===== config.mk =====
export PLATFORM = sky130hd
export DESIGN_NAME = va3_queue
export DESIGN_NICKNAME = d
export VERILOG_FILES = /design/src/rtl/va3_queue.sv
export SDC_FILE = /design/constraint.sdc
export NUM_CORES = 1
export LEC_CHECK = 0
export BUFFER_PORTS_ARGS = -buffer_cell sky130_fd_sc_hd__buf_2
export CORE_UTILIZATION = 59
export DETAILED_ROUTE_END_ITERATION = 8
export PLACE_DENSITY = 0.81
export SLEW_MARGIN = 15
export SYNTH_ARGS = -nofsm -noshare
export SYNTH_HDL_FRONTEND = slang
export SYNTH_SLANG_ARGS = --single-unit
export TNS_END_PERCENT = 100

===== constraint.sdc =====
create_clock -name clk -period 3.1 [get_ports clk]
set_input_delay 0.155 -clock clk [delete_from_list [all_inputs] [get_ports clk]]
set_output_delay 0.155 -clock clk [all_outputs]
set_load 0.01 [all_outputs]

===== src/rtl/va3_queue.sv =====
// short queue between the front and back parts
module va3_queue #(
  parameter int W     = 8,
  parameter int DEPTH = 4
) (
  input  logic         clk,
  input  logic         rst_n,
  input  logic         push,
  input  logic [W-1:0] wdata,
  output logic         full,
  input  logic         pop,
  output logic         valid,
  output logic [W-1:0] rdata
);

  localparam int AW    = $clog2(DEPTH);
  localparam int CNT_W = $clog2(DEPTH + 1);

  logic [W-1:0] mem_r [DEPTH];
  logic [AW-1:0] wr_r, rd_r;
  logic [CNT_W-1:0] cnt_r;
  logic do_push, do_pop;

  assign full    = cnt_r == CNT_W'(DEPTH);
  assign valid   = cnt_r != '0;
  assign do_push = push && !full;
  assign do_pop  = pop && valid;
  assign rdata   = mem_r[rd_r];

  always_ff @(posedge clk) begin
    if (!rst_n) begin
      wr_r  <= '0;
      rd_r  <= '0;
      cnt_r <= '0;
    end else begin
      if (do_push) wr_r <= (wr_r == AW'(DEPTH - 1)) ? '0 : wr_r + 1'b1;
      if (do_pop) rd_r <= (rd_r == AW'(DEPTH - 1)) ? '0 : rd_r + 1'b1;
      if (do_push && !do_pop) cnt_r <= cnt_r + 1'b1;
      else if (do_pop && !do_push) cnt_r <= cnt_r - 1'b1;
    end
  end

  always_ff @(posedge clk) begin
    if (do_push) mem_r[wr_r] <= wdata;
  end

endmodule


==> metrics list, run 1 <==
* Final hold slack: 0.0314 ns
- The layout has 161 filler cells.
- The core region is 2540 µm².
- Setup ws final: 0.594 ns
- Using the TritonRoute via totals, the vias-per-cell ratio works out to 5.80.
* Number of antenna violations at the first check in global routing: 0
- For this run the aggregate overflow at the end of global routing stands at 0.
* Global-route wire length before repair: 4.27 mm
* DIE WIDTH: 54.6 µm
- Final worst path period need: 2.51 ns
* Routed wire length per instance: 17.9 µm
- Dividing the synthesized area by the synthesized cell count gives 17.6 µm².
* Remaining antenna violation count after routing: 0
- Startpoint Class: flop
* Standard-cell row count: 18
- Max Fanout on Critical Path: 5
* Drt first-iter violations: 17
- Placed instance count: 140
- Endpoint of the worst hold-timing path: mem_r[0][7]
- Compared with the post-synthesis result, the final layout area differs by 12.3%.
* Final Instance Count excl. Fillers: 148
- The signal on the critical path passes through o31ai_1 > ha_1 > inv_1 > fa_1 > xor2_1 > or3_1 > a21boi_0.
- In the routed design, unresolved DRC markers number 0.
- Final Max Tran Viols: 0
* Power density of the placed cells: 783 nW/µm²
- Estimated wirelength of the detail-placed design: 1.81 mm
- Critical-path top delay cell: sky130_fd_sc_hd__o31ai_1
- Transition time at the pin with the least slew margin: 0.646 ns
- Number of distinct standard cells referenced by the synthesized netlist: 23
* Number of register bits inferred by synthesis: 41
* Hold Path Class: in2reg
* Tot GR Track Use: 0.227
- DRT Wirelength: 2.66 mm
- Final Core Density: 0.720
- Run status: completed
* Max cap viols: 0
- The later pin in the worst-skew pair is clocked with a latency of 0.33 ns.
- Final hold violation count: 0
- Starting utilization of the core area: 0.642
- Total Die Area: 2980 µm²
* Instance count along the most critical hold path: 1
* Path type of the worst setup path: reg2reg
- Number of standard cells after synthesis: 93
- Min-delay src: wdata[7]
* # port buffers: 21
* Footprint of the flip-flops and latches: 1140 µm²
- The floorplan step set the die height to 54.6 µm.
- Sequential area share after synthesis: 0.699
- After the last flow step, the layout net total stands at 136.
- Total negative slack for setup checks: 0 ns
* Final worst clock skew: 0.00549 ns
* Worst setup timing slack at the placement stage: 0.689 ns
- R2r endpoint: cnt_r[2]
* Category of the worst setup path capture point: flop
- Clock root buffer: sky130_fd_sc_hd__clkbuf_4
- First-pass iteration count of the detailed router: 4
- The clock passes through at most 2 buffers.
- Area post-placement: 1760 µm²
- Io pins: 22
- Antenna diode count: 0
* Data required, critical path: 3.35 ns
- Synthesis warning total: 0
- Count of vias placed by the detailed router: 859
- Ratio of final minimum period to clock period: 0.808
* Post-synth net total: 112
- CTS Hold Bufs: 0
- TritonCTS clock tree: done
* Final instance area: 1830 µm²
- FMAX: 399 MHz
* Largest vdd supply drop: 0.000565 V
- Of the cells placed in the final design, the portion with a size suffix greater than 1 is 0.314.
- Number of global-route vias before repair: 864
- Number of buffers inserted during clock tree synthesis: 5
- Final weighted congestion in routability-driven placement: 0.779
- For this run, the slowest stage of the critical path takes 0.60 ns.
- RSZ-0062 raised after global routing: false
- Leakage Power: 0.674 nW
- Origin of the critical flop-to-flop path: cnt_r[1]
- Multi-input logic area: 463 µm²
* Worst R2R Path Depth: 7
* Post-synthesis instance area: 1630 µm²
- Final-report setup violation count: 0
- For flop-to-flop paths, the worst setup slack is 0.59 ns.
* Clock slew at the register clock pins of the worst setup and hold paths: 0.12 ns
- Headroom to the max-slew limit came out at 0.566.
* Total clock sinks: 41
- Number of post-CTS setup repair buffers: 0
- The design draws 1.44 mW.
* Data arrival, critical path: 2.75 ns
* Clock H-tree levels: 2
- The number of gates resized after CTS was 0.
- Largest net degree at the start of global routing: 13
[worst max-delay path by stage]
stage	from	to	slack [ns]	cells past startpoint
global route	cnt_r[0]	cnt_r[2]	0.41	7
finish	cnt_r[1]	cnt_r[2]	0.59	7
CTS	cnt_r[0]	cnt_r[2]	0.59	7
global placement	cnt_r[0]	cnt_r[2]	0.92	7
floorplan	cnt_r[0]	cnt_r[2]	1.01	7
detailed placement	cnt_r[0]	cnt_r[2]	0.69	8
[final cells by class]
| cell class | count | share of cell area |
|---|---|---|
| sequential | 41 | 0.623 |
| inverter | 3 | 0.00614 |
| tap | 30 | 0.0205 |
| timing repair buffer | 21 | 0.0573 |
| clock inverter | 2 | 0.0184 |
| clock buffer | 6 | 0.0225 |
| multi-input combinational | 45 | 0.253 |
[routing by layer]
metal,wire length [µm],vias up,track usage
li1,-,397,-
met1,1010,427,0.254
met2,1470,29,0.373
met3,146,6,0.0972
met4,32,0,0.0983
met5,0,-,0
[cells in the final DEF, fill, tap and decap left out, types with 2 or more instances in the layout]
cell,n
sky130_fd_sc_hd__edfxtp_1,32
sky130_fd_sc_hd__buf_2,21
sky130_fd_sc_hd__dfxtp_1,9
sky130_fd_sc_hd__mux4_2,8
sky130_fd_sc_hd__nand2_1,6
sky130_fd_sc_hd__ha_1,6
sky130_fd_sc_hd__and2_1,5
sky130_fd_sc_hd__clkbuf_4,5
sky130_fd_sc_hd__inv_1,3
sky130_fd_sc_hd__mux2i_1,3
sky130_fd_sc_hd__o21ai_0,3
sky130_fd_sc_hd__nor2b_1,2
sky130_fd_sc_hd__nor2_1,2
sky130_fd_sc_hd__nand3_1,2
[cells by family (layout without fill, tap and decap cells)]
kind of cell | after synthesis | count (layout) | share of synthesized area
multiplexers | 11 | 11 | 0.129
adder cells (fa/ha/maj) | 7 | 7 | 0.0582
AO/OA/AOI/OAI | 5 | 5 | 0.0184
flip-flops | 41 | 41 | 0.699
XOR/XNOR | 2 | 2 | 0.0107
buffers and inverters | 7 | 32 | 0.0176
AND/OR/NAND/NOR | 20 | 20 | 0.0674
[critical path: cells and delay by family, from the launching register on]
family,cells,cell delay (ns)
buffers and inverters,1,0.06
adders and majority gates,2,0.67
xor gates and xnor gates,1,0.16
DFF,1,0.39
and+or+nand+nor,1,0.32
AOI/OAI and AO/OA,2,0.83
[registers in the layout, summed over array words and instances (netlist names), named ones only]
register and count:
mem_r 32, cnt_r 3, rd_r 2, wr_r 2
[power by group]
part	internal [mW]	switching, mW
Combinational	0.189	0.167
Clock	0.168	0.160
Sequential	0.676	0.0762
Total	1.03	0.403
[cells in the mapped netlist, drive strengths merged]
cell type	number	area (µm²)
and2	5	31.3
a21boi	1	7.51
mux2i	3	30.0
ha	6	75.1
o31ai	1	7.51
inv	3	11.3
mux4	8	180
nor3b	1	12.5
or3	2	13.8
dfxtp	9	180
clkbuf	1	3.75
nor2	2	7.51
nor2b	2	12.5
xor2	1	8.76
edfxtp	32	961
o21ai	3	15.0
fa	1	20.0
buf	3	13.8
nand2	6	22.5
xnor2	1	8.76
nand3	2	10.0
No activity file was read; power rests on OpenSTA's default activity.
==> run 2: changes to the inputs <==
ABC_AREA = 1   (was unset)
CORE_UTILIZATION = 56   (was 59)
PLACE_DENSITY = 0.78   (was 0.81)
clock period = 2.6 ns   (was 3.1 ns; I/O delays follow)
==> metrics list, run 2 <==
- Final hold violation count: 0 (unchanged)
- TritonCTS clock tree: done
- The horizontal extent of the die was 56.9 µm (+4.2%).
- Final worst path period need: 1.99 ns
- Clock slew at the register clock pins of the worst setup and hold paths: 0.11 ns (about the same)
* Number of remaining DRC errors: 4 (+4)
- Worst slew slack as a fraction of its limit: 0.475 (-0.0909)
* Starting utilization of the core area: 0.602 (-0.0395)
- Path type of the worst setup path: reg2out
* DRT Wirelength: 3.19 mm (+20%)
- Number of global-route vias before repair: 1188 (+38%)
- Area share of the largest cell type after synthesis: 0.569 (-0.0196)
- Avg Cell Area, Syn: 11.5 µm² (-35%)
* Resized cells post-CTS: 0 (unchanged)
- Die height: 56.9 µm (+4.2%)
* Total negative slack for setup checks: 0 ns (unchanged)
- Number of post-CTS setup repair buffers: 0 (unchanged)
- FMAX: 502 MHz
- Routed wire length per instance: 15.1 µm (-16%)
* Post-synth net total: 166 (+48%)
* Run status: finished, violations left
* Buffer depth of the longest clock path: 2 (unchanged)
* Largest vdd supply drop: 0.000543 V (-3.9%)
- Number of standard cells after synthesis: 147 (+58%)
* Tot GR Track Use: 0.227 (+0.000643)
* Largest net degree at the start of global routing: 18 (+5)
- Cell with the most instances after synthesis: sky130_fd_sc_hd__nor2_1
- The worst setup path is captured at an output pin.
* Number of buffers inserted during clock tree synthesis: 5 (unchanged)
* Critical-path top delay cell: sky130_fd_sc_hd__dfxtp_1
- The cell area power density was 954 nW/µm² (+22%).
- The number of flops mapped to enable cells by yosys came to 32 (unchanged).
- The number of warnings reported in the yosys synthesis log is 0 (unchanged).
* Startpoint Class: flop
* Drt first-iter violations: 49 (+32)
- The number of library cell types mapped by synthesis is 18 (-22%).
* Data required, critical path: 2.47 ns (-0.88 ns)
* Largest register FFs: 32 (unchanged)
* Worst path cell trace: inv_2 > o21ai_0 > o22ai_1 > buf_2
- Final Net Count: 199 (+46%)
* Leading cell types in the layout, fill and taps excluded: 33 x sky130_fd_sc_hd__nor2_1, 32 x sky130_fd_sc_hd__edfxtp_1, 21 x sky130_fd_sc_hd__buf_2, 17 x sky130_fd_sc_hd__inv_1
* Failing checks: design-rule violations
- Transition time at the pin with the least slew margin: 0.785 ns (+0.139 ns)
* Clock root buffer: sky130_fd_sc_hd__clkbuf_4
* Mux share of post-synthesis cell area: 0 (-0.129)
- The post-route antenna net violation count came to 0 (unchanged).
- The clock latency at the later pin of the worst-skew pair is 0.35 ns (+0.02 ns).
* Min-delay src: wdata[7]
* Number of filler cells placed in the layout: 210 (+30%)
- The clock skew came to 0.00692 ns (+0.00143 ns).
- Hold Path Class: in2reg
- Final weighted congestion in routability-driven placement: 0.827 (+6.2%)
* First-pass iteration count of the detailed router: 6 (+2)
- Final Max Tran Viols: 0 (unchanged)
- The total congestion overflow after global routing came to 0 (unchanged).
* Count of vias placed by the detailed router: 1140 (+33%)
* Sequential area share after synthesis: 0.676 (-0.0233)
- Data arrival, critical path: 1.86 ns (-0.89 ns)
* Overall power: 1.86 mW (+30%)
* Basic-gate share of the synthesized area counting and, or, nand and nor cells: 0.119 (+0.0518)
* Total clock sinks: 41 (unchanged)
- Clock H-tree levels: 2 (unchanged)
* Number of antenna violations at the first check in global routing: 0 (unchanged)
- The final instance area is 1950 µm² (+6.4%).
- Leaving out fill and tap cells, the most frequent cell in the layout is sky130_fd_sc_hd__nor2_1.
- The total of endpoints with negative setup slack in the final report is 0 (unchanged).
- # port buffers: 21 (unchanged)
- The fraction of final layout cells with drive strength greater than 1 was 0.188 (-0.126).
* Number of register bits inferred by synthesis: 41 (unchanged)
- The post-synthesis adder-cell area fraction came to 0.0563 (-0.00194).
* Standard-cell row count: 19 (+1)
- Post-synth top cells: 33 x sky130_fd_sc_hd__nor2_1, 32 x sky130_fd_sc_hd__edfxtp_1, 17 x sky130_fd_sc_hd__inv_1
- The biggest fanout along the worst timing path was 17 (+12).
- Top Registers: mem_r (32), cnt_r (3)
- The routed via count divided by cell count came to 5.38 (-7.4%).
* CTS Hold Bufs: 7 (+7)
- RSZ-0062 raised after global routing: false
- Area fraction in compound gates after synthesis: 0.0956 (+0.0772)
- Post-synthesis instance area: 1690 µm² (+3.4%)
- The post-detailed-placement half-perimeter wirelength is 2.19 mm (+21%).
* Io pins: 22 (unchanged)
- The largest total area in the synthesized netlist belongs to sky130_fd_sc_hd__edfxtp_1.
- The core box area came to 2810 µm² (+10%).
* Most flops, register: mem_r
* Synth async-reset ratio: 0 (unchanged)
* Origin of the critical flop-to-flop path: cnt_r[1]
- Antenna diode count: 0 (unchanged)
- Max cap viols: 0 (unchanged)
* Synth Flop Type: sky130_fd_sc_hd__edfxtp_1
* Top cells by area in the synthesized netlist: sky130_fd_sc_hd__edfxtp_1 57%, sky130_fd_sc_hd__dfxtp_1 11%, sky130_fd_sc_hd__nor2_1 7.3%
- The leakage dissipation came to 0.797 nW (+18%).
- The share of the synthesized netlist area taken by xor and xnor gates is 0 (-0.0107).
- Combinational family with the most area after synthesis: simple AND/OR/NAND/NOR gates
- Total Die Area: 3240 µm² (+8.7%)
- The global-route wire length before repair is 5.30 mm (+24%).
- Delay of the slowest critical-path stage: 0.71 ns (+0.11 ns)
* Ratio of final minimum period to clock period: 0.766
- Area post-placement: 1810 µm² (+3.0%)
- Relative to the synthesized area, the layout overhead comes to 15.5%.
## run 2: cell types whose count changed in the layout (fill, tap and decap cells not counted), moves of 2 or more
cell and change:
sky130_fd_sc_hd__o21ai_0 +11, sky130_fd_sc_hd__and2_1 -5, sky130_fd_sc_hd__nand2_1 +8, sky130_fd_sc_hd__o22ai_1 +8, sky130_fd_sc_hd__a21oi_1 +2, sky130_fd_sc_hd__clkbuf_8 +2, sky130_fd_sc_hd__nor2b_1 -2, sky130_fd_sc_hd__nor2_1 +31
sky130_fd_sc_hd__mux2i_1 -3, sky130_fd_sc_hd__mux4_2 -8, sky130_fd_sc_hd__dlygate4sd3_1 +7, sky130_fd_sc_hd__o21ai_2 +3, sky130_fd_sc_hd__inv_1 +14
## run 2: metal layers
| layer | share of wire | vias up | global-route usage |
|---|---|---|---|
| li1 | - | 566 | - |
| met1 | 0.37 | 535 | 0.239 |
| met2 | 0.56 | 32 | 0.417 |
| met3 | 0.050 | 7 | 0.0553 |
| met4 | 0.020 | 0 | 0.118 |
| met5 | 0 | - | 0 |
## run 2: final timing paths
kind	slack, ns	to	cells past startpoint
worst max-delay path	0.61	rdata[7]	4
worst min register to register	0.53	cnt_r[0]	2
worst max register to register	0.68	cnt_r[1]	9
worst min-delay path	0.01	mem_r[3][7]	1
## run 2: cell type report
class	count	area, µm²	area share
Clock buffer	7	65.1	0.0334
Clock inverter	1	5.00	0.00257
Inverter	18	67.6	0.0346
Tap cell	31	38.8	0.0199
Timing Repair Buffer	28	175	0.0898
Sequential cell	41	1140	0.585
Multi-Input combinational cell	86	458	0.235
## run 2: cells by family (layout without fill, tap and decap cells)
family          count (synthesis)  count (layout)
buf+inv                        20              54
simple gates                   51              51
fa+ha+maj                       7               7
compound gates                 28              28
flops                          41              41
## run 2: report_power, final
group,switching (mW),internal (mW),leakage [nW]
registers,0.0875,0.815,0.368
logic,0.377,0.229,0.388
clock network,0.195,0.157,0.0413
## run 2: per-stage QoR
stage	util	hold WS, ns	cells	worst slack [ns]
6_report	0.695	0.0147	212	0.609
5_1_grt	0.695	0.00183	212	0.484
4_1_cts	0.695	0.00497	212	0.572
3_5_place_dp	0.645	0.357	197	0.712
3_3_place_gp	0.645	0.341	197	0.820
2_1_floorplan	-	0.229	147	0.910
## run 2: critical path, delay by kind of cell, from the launching register on
kind            cells  cell delay, ns
flops               1            0.71
compound gates      2            0.39
buf+inv             2            0.42
